==> src/rtl/relaxed_jacobi_pressure_update_unit_macros.svh <==
// Assertion macros shared by the pressure update RTL.
`ifndef RELAXED_JACOBI_PRESSURE_UPDATE_UNIT_MACROS_SVH
`define RELAXED_JACOBI_PRESSURE_UPDATE_UNIT_MACROS_SVH

// Same-cycle implication, checked out of reset.
`define RJPU_CHECK(name, clk_s, rst_s, ante, cons, msg) \
  name: assert property (@(posedge clk_s) disable iff (rst_s) (ante) |-> (cons)) \
    else $error(msg);

// Next-cycle implication, checked out of reset.
`define RJPU_CHECK_NEXT(name, clk_s, rst_s, ante, cons, msg) \
  name: assert property (@(posedge clk_s) disable iff (rst_s) (ante) |=> (cons)) \
    else $error(msg);

`endif

==> src/rtl/rjpu_pkg.sv <==
// Shared widths, codes and types of the relaxed Jacobi pressure update unit.
`default_nettype none

package rjpu_pkg;

  localparam int DATA_W    = 32;  // signed Q16.16 inputs
  localparam int Q_W       = 31;  // non-negative Q16.16 results
  localparam int OMEGA_W   = 16;  // unsigned Q1.15 relaxation weight
  localparam int CFG_W     = 31;  // widest register
  localparam int ADDR_W    = 2;
  localparam int SUM_W     = 64;  // milli error accumulator
  localparam int MILLI_W   = 25;  // floor(err * 1000 / 2^16)
  localparam int DENOM_W   = 42;  // 1000 * tally, tally up to 2^32
  localparam int DIV_REM_W = 42;  // widest divisor
  localparam int DIV_Q_W   = 32;  // quotient bits per division
  localparam int DIV_CNT_W = 6;

  localparam int MILLI_SCALE = 1000;

  localparam logic [OMEGA_W-1:0] RELAX_WEIGHT_RST = 16'd16384;
  localparam logic [CFG_W-1:0]   REST_DENSITY_RST = 31'd65536000;

  localparam logic [ADDR_W-1:0] REG_RELAX_WEIGHT = 2'd0;
  localparam logic [ADDR_W-1:0] REG_REST_DENSITY = 2'd1;

  localparam logic [1:0] STAT_UPDATED    = 2'd0;
  localparam logic [1:0] STAT_ALPHA_ZERO = 2'd1;
  localparam logic [1:0] STAT_RANGE      = 2'd2;

  typedef struct packed {
    logic busy;
    logic done;
  } div_stat_t;

endpackage

`default_nettype wire

==> src/rtl/rjpu_div.sv <==
// Restoring divider: one quotient bit per cycle through a shift register.
`default_nettype none

module rjpu_div (
  input  logic                           clk,
  input  logic                           rst,
  input  logic                           start,
  input  logic [rjpu_pkg::DIV_REM_W-1:0] rem_init,
  input  logic [rjpu_pkg::DIV_Q_W-1:0]   lo_init,
  input  logic [rjpu_pkg::DIV_REM_W-1:0] divisor,
  output logic [rjpu_pkg::DIV_Q_W-1:0]   quo,
  output rjpu_pkg::div_stat_t            stat
);
  import rjpu_pkg::*;

  logic [DIV_REM_W-1:0] rem;
  logic [DIV_Q_W-1:0]   lo;
  logic [DIV_REM_W-1:0] dvs;
  logic [DIV_CNT_W-1:0] cnt;
  logic                 done;

  logic [DIV_REM_W:0]   trial;
  logic [DIV_REM_W:0]   trial_sub;
  logic                 fits;
  logic [DIV_REM_W-1:0] rem_next;

  // rem < dvs holds between steps, so the shifted trial fits one extra bit
  assign trial     = {rem, lo[DIV_Q_W-1]};
  assign trial_sub = trial - {1'b0, dvs};
  assign fits      = !trial_sub[DIV_REM_W];
  assign rem_next  = fits ? trial_sub[DIV_REM_W-1:0] : trial[DIV_REM_W-1:0];

  always_ff @(posedge clk) begin
    if (rst) begin
      cnt  <= '0;
      done <= 1'b0;
    end else begin
      done <= 1'b0;
      if (start) begin
        cnt <= DIV_CNT_W'(DIV_Q_W);
      end else if (cnt != '0) begin
        cnt  <= cnt - DIV_CNT_W'(1);
        done <= (cnt == DIV_CNT_W'(1));
      end
    end
  end

  // dividend low bits shift out the top while quotient bits shift in
  always_ff @(posedge clk) begin
    if (start) begin
      rem <= rem_init;
      lo  <= lo_init;
      dvs <= divisor;
    end else if (cnt != '0) begin
      rem <= rem_next;
      lo  <= {lo[DIV_Q_W-2:0], fits};
    end
  end

  assign quo       = lo;
  assign stat.busy = (cnt != '0);
  assign stat.done = done;

endmodule

`default_nettype wire

==> config.mk <==
export PLATFORM = sky130hd
export DESIGN_NAME = rjpu_div
export DESIGN_NICKNAME = d
export VERILOG_FILES = /design/src/rtl/relaxed_jacobi_pressure_update_unit_macros.svh /design/src/rtl/rjpu_pkg.sv /design/src/rtl/rjpu_div.sv
export SDC_FILE = /design/constraint.sdc
export NUM_CORES = 1
export LEC_CHECK = 0
export BUFFER_PORTS_ARGS = -buffer_cell sky130_fd_sc_hd__buf_4
export CORE_UTILIZATION = 51
export DETAILED_ROUTE_END_ITERATION = 10
export GPL_TIMING_DRIVEN = 0
export PLACE_DENSITY = 0.78
export SLEW_MARGIN = 20
export SYNTH_ARGS = -nofsm -noshare
export SYNTH_HDL_FRONTEND = slang
export SYNTH_SLANG_ARGS = --single-unit
==> constraint.sdc <==
create_clock -name clk -period 3.79 [get_ports clk]
set_clock_uncertainty 0.2 [all_clocks]
set_input_delay 0.379 -clock clk [delete_from_list [all_inputs] [get_ports clk]]
set_output_delay 0.379 -clock clk [all_outputs]
set_load 0.03 [all_outputs]
==> impl_metrics.ini, run 1 <==
[status]
status = complete, no violations

[worst_setup_path]
startpoint_type = flop
arrival_ns = 3.59
path_cells = inv_1 -> ha_1 -> fa_1 -> nand2b_1 -> a21oi_2 -> o21ai_1 -> a211oi_2 -> o21ai_1 -> a21oi_4 -> xor2_4 -> buf_6 -> mux2i_1 -> o21ai_1
end_kind = flop
worst-endpoint-required_ns = 3.75
r2r-start = quo[31]
path_max_fanout = 10
reg2reg_setup_slack_ns = 0.16
critPathSlowestCell = fa_1
reg2reg_to = rem[30]
crit_path_max_incr_delay_ns = 0.41
reg2reg_depth = 13
crit_type = reg2reg
cpMostUsedCell = o21ai_1

[timing]
rsz0062_at_grt = no
fin_setup_tns_ns = 0
worst_slew_pin_slew_ns = 0.745
slew_violations = 0
whs_ns = 0.0331
relSlewSlack = 0.503
hold_viol = 0
fin_crit_sh = 0.957
setup_viol = 0
fmax_mhz = 276
fin_crit_ns = 3.63

[drt]
wirelength_mm = 19.2
wl_per_cell_um = 16.8
antenna_left = 0
vias = 6240
drt_iter0_markers = 424
detail_route.drc_violations = 0
viasPerCell = 5.48
dr.pass1.iters = 5

[floorplan]
die-height_um = 124
die_w_um = 124
start_util = 0.521
io_pins = 153
dieArea_sq_mm = 0.0153
rows = 44
fp.coreArea_sq_mm = 0.0145

[clock_tree]
cts_made_buffers = 17
cts_tree = built
cts.clk_slew.worst_paths_ns = 0.06
cts.path.max_buffers = 2
cts_root_buf = clkbuf_16
clock-sinks = 123
insertion_delay_ns = 0.43
cts.htree.levels = 4

[global_routing]
antenna_found_initial = 0
track_usage = 0.263
grt_max_degree = 48
grt_overflow = 0
grt_pass1_vias = 6291
grt_pass1_wl_mm = 30.2

[layout]
drive_gt1_frac = 0.259
fin_nets = 1107
fin_util = 0.687
antennaDiodeCount = 0
final_area_sq_mm = 0.00998
syn_to_final_growth_pct = 31.9

[yosys]
syn_area_per_cell_sq_um = 10.4
synthTopCellsByCount = edfxtp_1, nand2_1, a21oi_1
synth_flop_cell = edfxtp_1
syn_nets = 890
synth_area_sq_mm = 0.00757
synthArstFlopShare = 0
synthDistinctLibCells = 64
ys_ff_latch = 123
yosysTopAreaCellShare = 0.460
yosysWarnings = 0
ys_seq_area_frac = 0.479
yosys-top-cells-area = edfxtp_1, ha_1, mux2_2
synth_edf_count = 116
synth_top_area_cell = edfxtp_1
synth.most_common_cell = edfxtp_1
syn_inst = 725

[placement]
dp_hpwl_mm = 13.5
port_buffers = 152
gp_congestion = 0.929
post_dp_cell_area_sq_mm = 0.00897

[hold_path]
worstHoldStart = rem_init[31]
worstHoldEndpoint = rem[31]
hold_path_depth = 2
hp-class = in2reg

[flow_run]
cap_violations = 0

[pwr]
p_leak_nw = 4.33
power_w = 0.00840
cellPowerDensity_mw_per_mm2 = 841
ir_drop_mv = 0.516
[power breakdown]
group          total, W  switching (W)  internal, W
logic           0.00456        0.00264      0.00192
registers       0.00231       0.000246      0.00207
clock network   0.00153       0.000628     0.000900
total           0.00840        0.00352      0.00488
[cell usage in the layout, fill, tap and decap left out, types with 4 or more instances in the layout]
cell           count
a21o_1            10
a21oi_1           62
a31oi_1            6
and3_1            12
buf_2              6
buf_4            157
clkbuf_1          13
clkbuf_16         17
clkinv_1           4
dfxtp_1            7
dlygate4sd3_1     43
edfxtp_1         116
ha_1              45
inv_1             55
mux2_2            31
mux2i_1           22
nand2_1           84
nand2b_1           8
nand4_1            6
nor2_1            46
nor3_1             8
o211ai_1           5
o21a_1             5
o21ai_0           45
o21ai_1           19
o21bai_1           5
o31ai_1            4
xnor2_1           23
xor2_1            20
[cell families after synthesis]
kind of cell	after synthesis	synth area share
adder cells (fa/ha/maj)	46	0.0770
AO/OA/AOI/OAI	194	0.159
multiplexers	53	0.0752
XOR/XNOR	45	0.0570
AND/OR/NAND/NOR	184	0.109
flip-flops	123	0.479
buffers and inverters	80	0.0441
[layout make-up]
class,count,area [sq um]
buffer,24,124
multi-input combinational,522,3640
tap,184,230
sequential,123,3620
clock inverter,14,121
fill,1156,4550
clock buffer,18,429
inverter,56,210
timing repair buffer,198,1610
[stage by stage]
stage | setup WS (ns) | cells
after floorplan | 0.187 | 725
after global placement | -2.00 | 1061
after detailed placement | 0.0171 | 1062
after CTS | 0.161 | 1139
after global routing | 0.0155 | 1139
final | 0.163 | 1139
[worst max-delay path: cells and delay by family (launching register included)]
family / cells / cell delay [ns]
xor+xnor: 1 / 0.27
compound gates: 6 / 1.09
fa+ha+maj: 2 / 0.63
flops: 1 / 0.38
mux: 1 / 0.28
buf+inv: 2 / 0.29
simple gates: 1 / 0.20
[worst max path at each step]
stage          startpoint      end  slack, ns  cells after the start
6_report          quo[31]  rem[30]       0.16                     13
5_1_grt           rem[34]   rem[2]       0.02                     12
4_1_cts           quo[31]  rem[36]       0.16                     13
3_5_place_dp      quo[31]  rem[30]       0.02                     13
3_3_place_gp        start  rem[19]      -2.00                      4
2_1_floorplan       start   quo[0]       0.19                      3
[registers in the layout, summed over array words and instances, names as in the netlist]
signal,flops
dvs,42
quo,32
rem,42
done,1
cnt,6
[what timing repair did]
item | in CTS | in global routing
setup endpoints to repair | 1 | 3
resized for setup | 0 | 3
buffers inserted | 2 | 0
hold buffers | 43 | 0
cloned | 0 | 0
endpoints found under the hold margin | 45 | 0
[routing by layer]
metal  up-vias  share of wire  global-route usage
li1       3073              -                   -
met1      2895           0.43               0.317
met2       232           0.48               0.439
met3        40          0.068              0.0705
met4         0          0.027               0.116
met5         -              0                   0
No activity file was read; power rests on OpenSTA's default activity.
==> run 2, diff against run 1 <==
--- a/config.mk
+++ b/config.mk
@@ -5,8 +5,9 @@
 export SDC_FILE = /design/constraint.sdc
 export NUM_CORES = 1
 export LEC_CHECK = 0
+export ABC_AREA = 1
 export BUFFER_PORTS_ARGS = -buffer_cell sky130_fd_sc_hd__buf_4
-export CORE_UTILIZATION = 51
+export CORE_UTILIZATION = 52
 export DETAILED_ROUTE_END_ITERATION = 10
 export GPL_TIMING_DRIVEN = 0
 export PLACE_DENSITY = 0.78
==> run 2 against run 1 <==
Net effect:
- worst setup slack better by 0.70 ns
- register-to-register slack better by 0.70 ns
- combinational power is 16% higher
- maximum frequency is 24% higher
- wire length is 34% higher
- largest cell class unchanged
==> impl_metrics.ini, run 2 <==
[worst_setup_path]
arrival_ns = 2.90
cp_num_buf_inv = 0
crit_path_max_incr_delay_ns = 0.40
startpoint_type = flop
critPathSlowestCell = edfxtp_1
worst-endpoint-required_ns = 3.77
reg2reg_to = rem[33]
worstSetupStartpoint = rem[5]
cp_top_family = simple AND/OR/NAND/NOR gates
reg2reg_depth = 14
cpMostUsedCell = nand2_1
crit_type = reg2reg
reg2reg_setup_slack_ns = 0.87
end_kind = flop
path_max_fanout = 4
path_cells = ha_1 -> nand2_1 -> nor2_1 -> nand3_1 -> nand3_1 -> nand2_1 -> nand2_1 -> nand2_1 -> nand2_1 -> nand2_1 -> nand2_1 -> nand2_1 -> nand3_1 -> nand2_1
r2r-start = rem[5]

[clock_tree]
cts_root_buf = clkbuf_16
cts.htree.levels = 4
cts_tree = built
cts.clk_slew.worst_paths_ns = 0.07
cts.path.max_buffers = 2
clock-sinks = 123
insertion_delay_ns = 0.43
cts_made_buffers = 17

[floorplan]
io_pins = 153
start_util = 0.529
rows = 48
die_w_um = 134
dieArea_sq_mm = 0.0181
die-height_um = 134
fp.coreArea_sq_mm = 0.0172

[yosys]
synth_edf_count = 116
ys_seq_area_frac = 0.397
yosysTopAreaCellShare = 0.382
syn_inst = 1309
ys_ff_latch = 123
synth_flop_cell = edfxtp_1
synthTopCellsByCount = nand2_1, inv_1, edfxtp_1
syn_area_per_cell_sq_um = 6.97
syn_nets = 1474
synth.most_common_cell = nand2_1
synthDistinctLibCells = 39
synth_top_area_cell = edfxtp_1
synthArstFlopShare = 0
synth_area_sq_mm = 0.00912
yosys-top-cells-area = edfxtp_1, nand2_1, inv_1
yosysWarnings = 0

[hold_path]
worstHoldStart = lo_init[7]
hold_path_depth = 3
worstHoldEndpoint = quo[7]
hp-class = in2reg

[timing]
relSlewSlack = 0.513
rsz0062_at_grt = no
fin_crit_sh = 0.771
worst_slew_pin_slew_ns = 0.730
fmax_mhz = 342
hold_viol = 0
setup_viol = 0
worst_slack_ns = 0.866
fin_crit_ns = 2.92
slew_violations = 0

[drt]
detail_route.drc_violations = 0
antenna_left = 0
wl_per_cell_um = 14.6
dr.pass1.iters = 6
vias = 8925
wirelength_mm = 25.7
drt_iter0_markers = 523
viasPerCell = 5.07

[layout]
final_common_cell = nand2_1
fin_util = 0.674
fin_nets = 1689
final_cell_mix = nand2_1, inv_1, buf_4
syn_to_final_growth_pct = 27.3
final_area_sq_mm = 0.0116
drive_gt1_frac = 0.157
antennaDiodeCount = 0

[status]
status = complete, no violations

[global_routing]
grt_max_degree = 52
track_usage = 0.301
antenna_found_initial = 0
grt_pass1_wl_mm = 42.1
grt_overflow = 0
grt_pass1_vias = 8897

[pwr]
combPwrFrac = 0.574
p_int_w = 0.00487
cellPowerDensity_mw_per_mm2 = 797
switchingPower_w = 0.00439
seqPwrFrac = 0.242
clock_power_share = 0.184
p_leak_nw = 6.26
swShare = 0.474
ir_drop_mv = 0.408

[placement]
place_ws_ns = 0.604
port_buffers = 152
gp_congestion = 1.00
dp_hpwl_mm = 19.6
post_dp_cell_area_sq_mm = 0.0106

[flow_run]
cap_violations = 0
run 2: power by group through the flow:
stage                     Sequential (W)  Combinational (W)  Clock [W]
after global routing             0.00228            0.00595    0.00177
final                            0.00224            0.00531    0.00171
after detailed placement         0.00224            0.00516          0
after floorplan                  0.00237            0.00363          0
after CTS                        0.00223            0.00524    0.00172
after global placement           0.00226            0.00504          0
run 2: worst min-delay path, delay by kind of cell:
kind	cells	cell delay, ns
simple gates	2	0.09
buf+inv	1	0.08
run 2: through the flow:
step,cells,total power (W),hold WS [ns],TNS (ns)
finish,1762,0.00925,0.0146,0
global route,1762,0.0100,0.0159,0
detailed placement,1687,0.00740,0.269,0
global placement,1686,0.00730,0.259,-92.65
CTS,1762,0.00920,0.00110,0
floorplan,1309,0.00600,0.245,0
run 2: timing repair:
item,4_1_cts,5_1_grt
gates resized for setup,0,0
setup endpoints to repair,0,0
hold buffers,43,0
hold endpoints to repair,43,0
buffers inserted,0,0
run 2: how the worst max path moves through the flow:
stage / endpoint / slack [ns] / cells after the start
after floorplan: quo[0] / 0.54 / 4
after global placement: rem[36] / -1.26 / 5
after detailed placement: rem[35] / 0.60 / 6
after CTS: rem[33] / 0.93 / 14
after global routing: rem[33] / 0.77 / 14
final: rem[33] / 0.87 / 14
run 2: logic make-up (layout without fill, tap and decap cells):
family                     Yosys count  in the layout  synth area share
AOI/OAI and AO/OA                   55             55            0.0342
xor gates and xnor gates            17             17            0.0163
adders and majority gates           46             46            0.0639
buffers and inverters              273            501             0.119
DFF                                123            123             0.397
and+or+nand+nor                    795            795             0.369
run 2: area by class of cell:
class / instances / area, sq um
fillers: 1447 / 5630
repair buffers: 196 / 1600
plain buffers: 28 / 169
multi-input cells: 913 / 4420
clock inverters: 15 / 178
flip-flops and latches: 123 / 3620
well taps: 225 / 282
clock buffers: 17 / 425
inverters: 245 / 920
run 2: metal layers:
metal	up-vias	global-route usage	wire, um
li1	4501	-	-
met1	4044	0.377	11200
met2	321	0.501	11900
met3	59	0.0680	1810
met4	0	0.122	696
met5	-	0	0
